### src/rtl/bfsp_pkg.sv
// ----------------------------------------------------------------------------
// bfsp_pkg
// Shared widths, register codes and controller/datapath interface structs
// for the Bellman-Ford shortest path core.
// ----------------------------------------------------------------------------
package bfsp_pkg;

	localparam int NODE_W   = 6;   // node id width
	localparam int NCOUNT_W = 7;   // node_count register width
	localparam int WEIGHT_W = 16;  // edge weight width
	localparam int DIST_W   = 32;  // distance width
	localparam int EDGE_W   = 2 * NODE_W + WEIGHT_W;  // packed edge word

	// register codes, taken from paddr[2]
	localparam logic REG_NODE_COUNT  = 1'b0;
	localparam logic REG_SOURCE_NODE = 1'b1;

	// controller -> datapath
	typedef struct packed {
		logic load_we;    // store incoming edge word
		logic clr_load;   // drop stored graph and overflow flag
		logic init_dist;  // clear reached bits, seed source
		logic edge_rd;    // read edge at current edge index
		logic j_clr;
		logic j_inc;
		logic pass_clr;
		logic pass_inc;
		logic dist_rd;    // read distances of both edge ends
		logic relax;      // relax current edge
		logic node_clr;
		logic node_rd;    // read distance of current output node
		logic node_inc;
		logic emit;       // present result for current node
	} cmd_t;

	// datapath -> controller
	typedef struct packed {
		logic edges_empty;
		logic single_node;
		logic j_last;
		logic pass_last;
		logic node_last;
	} sts_t;

endpackage

### src/rtl/bfsp_ctrl.sv
// ----------------------------------------------------------------------------
// bfsp_ctrl
// Sequencer: edge load, distance init, relaxation passes, result readout.
// ----------------------------------------------------------------------------
module bfsp_ctrl (
	input  logic            clk,
	input  logic            arst_n,
	input  logic            accept,
	input  logic            last_edge,
	input  bfsp_pkg::sts_t  sts,
	output bfsp_pkg::cmd_t  cmd,
	output logic            busy
);

	typedef enum logic [2:0] {
		ST_IDLE,
		ST_INIT,
		ST_E_RD,
		ST_D_RD,
		ST_RELAX,
		ST_O_RD,
		ST_O_EMIT
	} state_t;

	state_t state_q;

	always_ff @(posedge clk or negedge arst_n) begin
		if (!arst_n) begin
			state_q <= ST_IDLE;
		end else begin
			case (state_q)
				ST_IDLE: begin
					if (accept && last_edge) state_q <= ST_INIT;
				end
				ST_INIT: begin
					if (sts.single_node || sts.edges_empty) state_q <= ST_O_RD;
					else state_q <= ST_E_RD;
				end
				ST_E_RD:  state_q <= ST_D_RD;
				ST_D_RD:  state_q <= ST_RELAX;
				ST_RELAX: begin
					if (sts.j_last && sts.pass_last) state_q <= ST_O_RD;
					else state_q <= ST_E_RD;
				end
				ST_O_RD:  state_q <= ST_O_EMIT;
				ST_O_EMIT: begin
					if (sts.node_last) state_q <= ST_IDLE;
					else state_q <= ST_O_RD;
				end
				default: state_q <= ST_IDLE;
			endcase
		end
	end

	always_comb begin
		cmd = '0;
		case (state_q)
			ST_IDLE: cmd.load_we = accept;
			ST_INIT: begin
				cmd.init_dist = 1'b1;
				cmd.j_clr     = 1'b1;
				cmd.pass_clr  = 1'b1;
				cmd.node_clr  = 1'b1;
			end
			ST_E_RD: cmd.edge_rd = 1'b1;
			ST_D_RD: cmd.dist_rd = 1'b1;
			ST_RELAX: begin
				cmd.relax = 1'b1;
				if (sts.j_last) begin
					cmd.j_clr    = 1'b1;
					cmd.pass_inc = !sts.pass_last;
				end else begin
					cmd.j_inc = 1'b1;
				end
			end
			ST_O_RD: cmd.node_rd = 1'b1;
			ST_O_EMIT: begin
				cmd.emit     = 1'b1;
				cmd.node_inc = !sts.node_last;
				cmd.clr_load = sts.node_last;
			end
			default: cmd = '0;
		endcase
	end

	assign busy = (state_q != ST_IDLE);

endmodule

### config.mk
export PLATFORM = sky130hd
export DESIGN_NAME = bfsp_ctrl
export DESIGN_NICKNAME = d
export VERILOG_FILES = /design/src/rtl/bfsp_pkg.sv /design/src/rtl/bfsp_ctrl.sv
export SDC_FILE = /design/constraint.sdc
export NUM_CORES = 1
export LEC_CHECK = 0
export ABC_AREA = 1
export BUFFER_PORTS_ARGS = -buffer_cell sky130_fd_sc_hd__buf_2
export CELL_PAD_IN_SITES_DETAIL_PLACEMENT = 0
export CELL_PAD_IN_SITES_GLOBAL_PLACEMENT = 1
export CORE_UTILIZATION = 19
export DETAILED_ROUTE_END_ITERATION = 16
export GPL_TIMING_DRIVEN = 0
export PLACE_DENSITY = 0.7
export SYNTH_ARGS = -nofsm -noshare
export SYNTH_HDL_FRONTEND = slang
export SYNTH_SLANG_ARGS = --single-unit
### constraint.sdc
create_clock -name clk -period 1 [get_ports clk]
set_input_delay 0.2 -clock clk [delete_from_list [all_inputs] [get_ports clk]]
set_output_delay 0.2 -clock clk [all_outputs]
set_load 0.05 [all_outputs]
==> out/results.ini, run 1 <==
[grt]
overflow = 0
antenna_found_initial = 0
grt_pass1_vias = 388
grt_max_degree = 7
grt_pass1_wl_um = 1450
grt_usage_pct = 10.6

[timing]
grt_setup_unrepaired = yes
setup_viol = 18
max_freq_ghz = 0.667
slew_headroom_pct = 85.3
final_max_slew_viol_count = 0
fin_skew_ps = 0.711
hold_violations = 0
fin_crit_sh_pct = 150
period_minus_slack_ps = 1500
worst_slack_ps = -500
worstMarginPinSlew_ps = 220

[worst_setup_path]
regToRegSetupSlack_ps = -330
r2r_end = state_q[0]
end_kind = output pin
cpMostUsedCell = buf_8
crit_buf_inv = 4
crit_arrival_ps = 1300
crit_chain = inv_2, nor2_4, nand2_4, clkinvlp_4, buf_8, buf_8
path_class = reg -> out
r2r_start = state_q[0]
critical_path.startpoint_type = flop
cp_top_family = buffers and inverters
crit_cells = 6
worstPathRequired_ps = 800
cpMaxStageDelayCell = dfrtp_2
critPathMaxStageDelay_ps = 400
r2r_cells = 8
cp_max_fo = 4

[clock_tree]
cts_root_buf = clkbuf_4
clk-insertion-delay-late_ps = 230
cts_tree = done
clockBufferDepth = 2
htreeDepth = 1
clk_pin_slew_worst_paths_ps = 40
cts_sinks = 3
cts_made_buffers = 3

[worst_hold_path]
min_from = last_edge
hold_class = in -> reg
hold_end = state_q[0]
hold_path_depth = 3

[floorplan]
fp-row-count = 13
start_util_pct = 21.4
core-area_sq_um = 1380
num_io_pins = 24
die_area_sq_um = 1720
die-height_um = 41.5
die_w_um = 41.5

[synthesis]
synth_area_sq_um = 297
synth.net_count = 61
yosys_warnings = 0
synth_seq_area_share_pct = 25.3
async_flop_share_pct = 100
synthesis.instances = 52
syn_avg_cell_area_sq_um = 5.70
synth.distinct_cells = 14
synth_ff_type = dfrtp_1
synth_edf_count = 0
ys_ff_latch = 3

[finish]
n_fill_cell = 129
syn_to_final_growth_pct = 156
stdcell_area_sq_um = 759
nets = 98
drive_gt1_share_pct = 73.9
num_antenna_cells = 0
largest_register_ffs = 3
layout_commonest_cell = buf_4
top_register = state_q
top_regs = state_q: 3 flops
final_cell_mix = buf_4, buf_2
fin_util_pct = 54.9

[drt]
num_vias = 417
antenna_left = 0
detail_route.iter0.violations = 3
top_layer_used = met3
post-route-drc-count = 0
met1_length_um = 373
dr_wl_met2_um = 456
viasPerCell = 4.05
dr.pass1.iters = 3
routed_wl_um = 861
met3_length_um = 32
wl_per_cell_um = 8.36

[power_and_ir_drop]
p_leak_nw = 0.386
p_per_area_nw_per_um2 = 3850
peakVddDrop_uv = 1820

[placed_design]
dpl_cell_area_sq_um = 551
place.gp.congestion = 0.769
dp_slack_ps = -397
dp_hpwl_um = 653
port_buffers = 23

[run]
cap_violations = 0

[status]
status = finished, violations left
failed_checks = setup timing

## per-stage QoR
stage                     std cells  power (mW)  hold WS [ps]  setup TNS, ps
after global placement           90        2.16         -4.27          -4610
after detailed placement         90        2.17         -3.00          -4650
after floorplan                  52        1.86         -95.6          -3040
after global routing            103        3.09           228          -8270
final                           103        2.92           205          -7250
after CTS                       101        2.87           202          -7590
## tightest hold or removal path, stage by stage
cell	delay [ps]
buf_2	90
a21oi_2	50
nor2_2	60
## layer usage
layer	up-vias	track usage, %
li1	223	-
met2	10	18.1
met3	0	1.74
met5	-	0
met1	184	12.5
met4	0	5.81
## synthesized netlist by cell type, types with 2 or more instances
cell	count	area [sq um]
inv_1	14	52.6
nand2_1	12	45.0
nor2_1	5	18.8
dfrtp_1	3	75.1
inv_2	3	11.3
nand3_1	3	15.0
nor2_2	3	18.8
buf_4	2	15.0
nand4_1	2	12.5
## timing repair
item,4_1_cts,5_1_grt
pin swaps,9,3
hold buffers,1,0
endpoints found under the setup margin,18,18
hold endpoints to repair,3,0
gates resized for setup,35,3
setup buffers,6,2
## cells by family (layout without fill, tap and decap cells)
group | Yosys count | after routing | share of synthesized area (%)
compound gates | 3 | 3 | 5.90
buf+inv | 19 | 55 | 26.6
flops | 3 | 3 | 25.3
simple gates | 27 | 27 | 42.2
## area by class of cell
| type | count | area (sq um) | area share [%] |
|---|---|---|---|
| multi-input combinational | 30 | 231 | 30.5 |
| clock buffer | 4 | 26.3 | 3.46 |
| inverter | 17 | 87.6 | 11.5 |
| sequential | 3 | 78.8 | 10.4 |
| buffer | 2 | 30.0 | 3.95 |
| timing repair buffer | 32 | 287 | 37.7 |
| tap | 15 | 18.8 | 2.47 |
## report_power, final
group	switching [mW]	internal, mW
Combinational	1.44	0.953
Sequential	0.127	0.196
Clock	0.0595	0.149
Total	1.62	1.30
## worst max-delay path by stage
| stage | from | end | slack [ps] |
|---|---|---|---|
| 3_5_place_dp | state_q[1] | cmd[6] | -400 |
| 2_1_floorplan | state_q[1] | cmd[6] | -390 |
| 3_3_place_gp | state_q[0] | cmd[6] | -390 |
| 6_report | state_q[0] | cmd[7] | -500 |
| 5_1_grt | state_q[1] | cmd[6] | -550 |
| 4_1_cts | state_q[1] | cmd[6] | -520 |
No activity file was read; power rests on OpenSTA's default activity.
==> run 2: changes to the inputs <==
--- a/config.mk
+++ b/config.mk
@@ -9,10 +9,11 @@
 export BUFFER_PORTS_ARGS = -buffer_cell sky130_fd_sc_hd__buf_2
 export CELL_PAD_IN_SITES_DETAIL_PLACEMENT = 0
 export CELL_PAD_IN_SITES_GLOBAL_PLACEMENT = 1
-export CORE_UTILIZATION = 19
+export CORE_MARGIN = 10
+export CORE_UTILIZATION = 21
 export DETAILED_ROUTE_END_ITERATION = 16
 export GPL_TIMING_DRIVEN = 0
-export PLACE_DENSITY = 0.7
+export PLACE_DENSITY = 0.73
 export SYNTH_ARGS = -nofsm -noshare
 export SYNTH_HDL_FRONTEND = slang
 export SYNTH_SLANG_ARGS = --single-unit
==> constraint.sdc (replaced) <==
create_clock -name clk -period 1.4 [get_ports clk]
set_input_delay 0.28 -clock clk [delete_from_list [all_inputs] [get_ports clk]]
set_output_delay 0.28 -clock clk [all_outputs]
set_load 0.05 [all_outputs]
==> out/results.ini, run 2 (synthesis results as in run 1) <==
[worst_setup_path]
cp_max_fo = 4  ; unchanged
cpMaxStageDelayCell = dfrtp_2
r2r_start = state_q[1]
critPathMaxStageDelay_ps = 450  ; +50 ps
cpMostUsedCell = buf_8
end_kind = output pin
critPathLaunch = state_q[0]
worstPathRequired_ps = 1120  ; +320 ps
path_class = reg -> out
crit_chain = inv_4, nor2_4, nand2_4, clkinvlp_4, buf_8, buf_8
crit_arrival_ps = 1300  ; about the same
critical_path.startpoint_type = flop

[timing]
hold_violations = 0  ; unchanged
final_max_slew_viol_count = 0  ; unchanged
whs_ps = 323  ; +119 ps
slew_headroom_pct = 87.2  ; +1.9 points
setup_viol = 14  ; -4
fin_skew_ps = 5.48  ; +4.77 ps
fin_crit_sh_pct = 113
period_minus_slack_ps = 1580
grt_setup_unrepaired = yes
final.setup.tns_ps = -1480  ; +5760 ps
max_freq_ghz = 0.633
worstMarginPinSlew_ps = 191  ; -29.0 ps
worst_slack_ps = -180  ; +320 ps

[floorplan]
fp-row-count = 13  ; unchanged
die_area_sq_um = 3310  ; +92%
die_w_um = 57.6  ; +39%
core-area_sq_um = 1320  ; -4.7%
num_io_pins = 24  ; unchanged
start_util_pct = 22.5  ; +1.1 points
die-height_um = 57.6  ; +39%

[finish]
nets = 102  ; +4.1%
largest_register_ffs = 3  ; unchanged
fin_util_pct = 58.5  ; +3.6 points
num_antenna_cells = 0  ; unchanged
final_cell_mix = inv_1, buf_4, buf_6, buf_2, nand2_1
top_register = state_q
syn_to_final_growth_pct = 160
finish.cell_count_without_fillers = 107  ; +3.9%
top_regs = state_q: 3 flops
drive_gt1_share_pct = 67.4  ; -6.5 points
stdcell_area_sq_um = 771  ; +1.5%

[drt]
antenna_left = 0  ; unchanged
wl_per_cell_um = 10.8  ; +29%
detail_route.iter0.violations = 3  ; unchanged
routed_wl_um = 1160  ; +34%
post-route-drc-count = 0  ; unchanged
dr.pass1.iters = 3  ; unchanged
num_vias = 455  ; +9.1%
viasPerCell = 4.25  ; +5.0%

[worst_hold_path]
min_from = last_edge
hold_class = in -> reg

[status]
status = finished, violations left
failed_checks = setup timing

[power_and_ir_drop]
p_leak_nw = 0.449  ; +16%
peakVddDrop_uv = 1210  ; -33%
p_per_area_nw_per_um2 = 2840  ; -26%
power_mw = 2.19  ; -25%

[run]
cap_violations = 0  ; unchanged

[clock_tree]
htreeDepth = 1  ; unchanged
cts_sinks = 3  ; unchanged
clockBufferDepth = 2  ; unchanged
cts_root_buf = clkbuf_4
clk-insertion-delay-late_ps = 230  ; about the same
cts_made_buffers = 3  ; unchanged
cts_tree = done
clk_pin_slew_worst_paths_ps = 40  ; about the same

[placed_design]
place.gp.congestion = 0.792  ; +3.0%
dpl_cell_area_sq_um = 502  ; -8.9%
dp.cells = 90  ; unchanged
dp_slack_ps = -131  ; +266 ps
port_buffers = 23  ; unchanged
dp_hpwl_um = 844  ; +29%

[grt]
grt_max_degree = 7  ; unchanged
use_met3_pct = 3.98  ; +2.2 points
met2_usage_pct = 12.1  ; -6.0 points
grt_pass1_wl_um = 1810  ; +25%
grt_pass1_vias = 451  ; +16%
overflow = 0  ; unchanged
use_met1_pct = 5.50  ; -7.0 points
antenna_found_initial = 0  ; unchanged
busiest_layer = met2
grt_usage_pct = 6.83  ; -3.8 points

==> run 2: cell count changes in the layout (fill, tap and decap cells not counted), sizes merged <==
| cell | before | now |
|---|---|---|
| buf | 33 | 37 |
| clkinvlp | 5 | 1 |
| inv | 12 | 16 |
==> run 2: worst max-delay path, delay by kind of cell, from the launching register on <==
kind	cells	cell delay (ps)
DFF	1	450
and+or+nand+nor	2	130
buffers and inverters	4	490
==> run 2: cell type report <==
type,instances,area (sq um)
well taps,15,18.8
flip-flops and latches,3,78.8
repair buffers,36,324
multi-input cells,30,220
clock buffers,4,26.3
plain buffers,2,30.0
inverters,17,72.6
fillers,126,547
==> run 2: power breakdown <==
part	internal, mW	switching [mW]
combinational	0.760	1.04
sequential	0.140	0.0937
clock	0.107	0.0473
total	1.01	1.19
==> run 2: routing by layer <==
metal	up-vias	part of all wire (%)
met4	0	0.86
met5	-	0
met2	13	55
met1	208	34
li1	232	-
met3	2	9.8
==> run 2: path summary, 6_finish.rpt <==
path | end | slack, ps | cells past startpoint
max reg2reg | state_q[1] | 100 | 5
min | state_q[0] | 320 | 3
min reg2reg | state_q[1] | 740 | 3
min in group asynchronous | state_q[0] | 370 | 2
max in group asynchronous | state_q[2] | 910 | 2
max | cmd[7] | -180 | 6
==> run 2: timing repair <==
item / CTS / global route
buffers inserted: 10 / 2
cloned: 0 / 0
endpoints found under the hold margin: 3 / 0
setup endpoints to repair: 15 / 15
hold buffers: 1 / 0
resized for setup: 40 / 6
pin swaps: 5 / 2
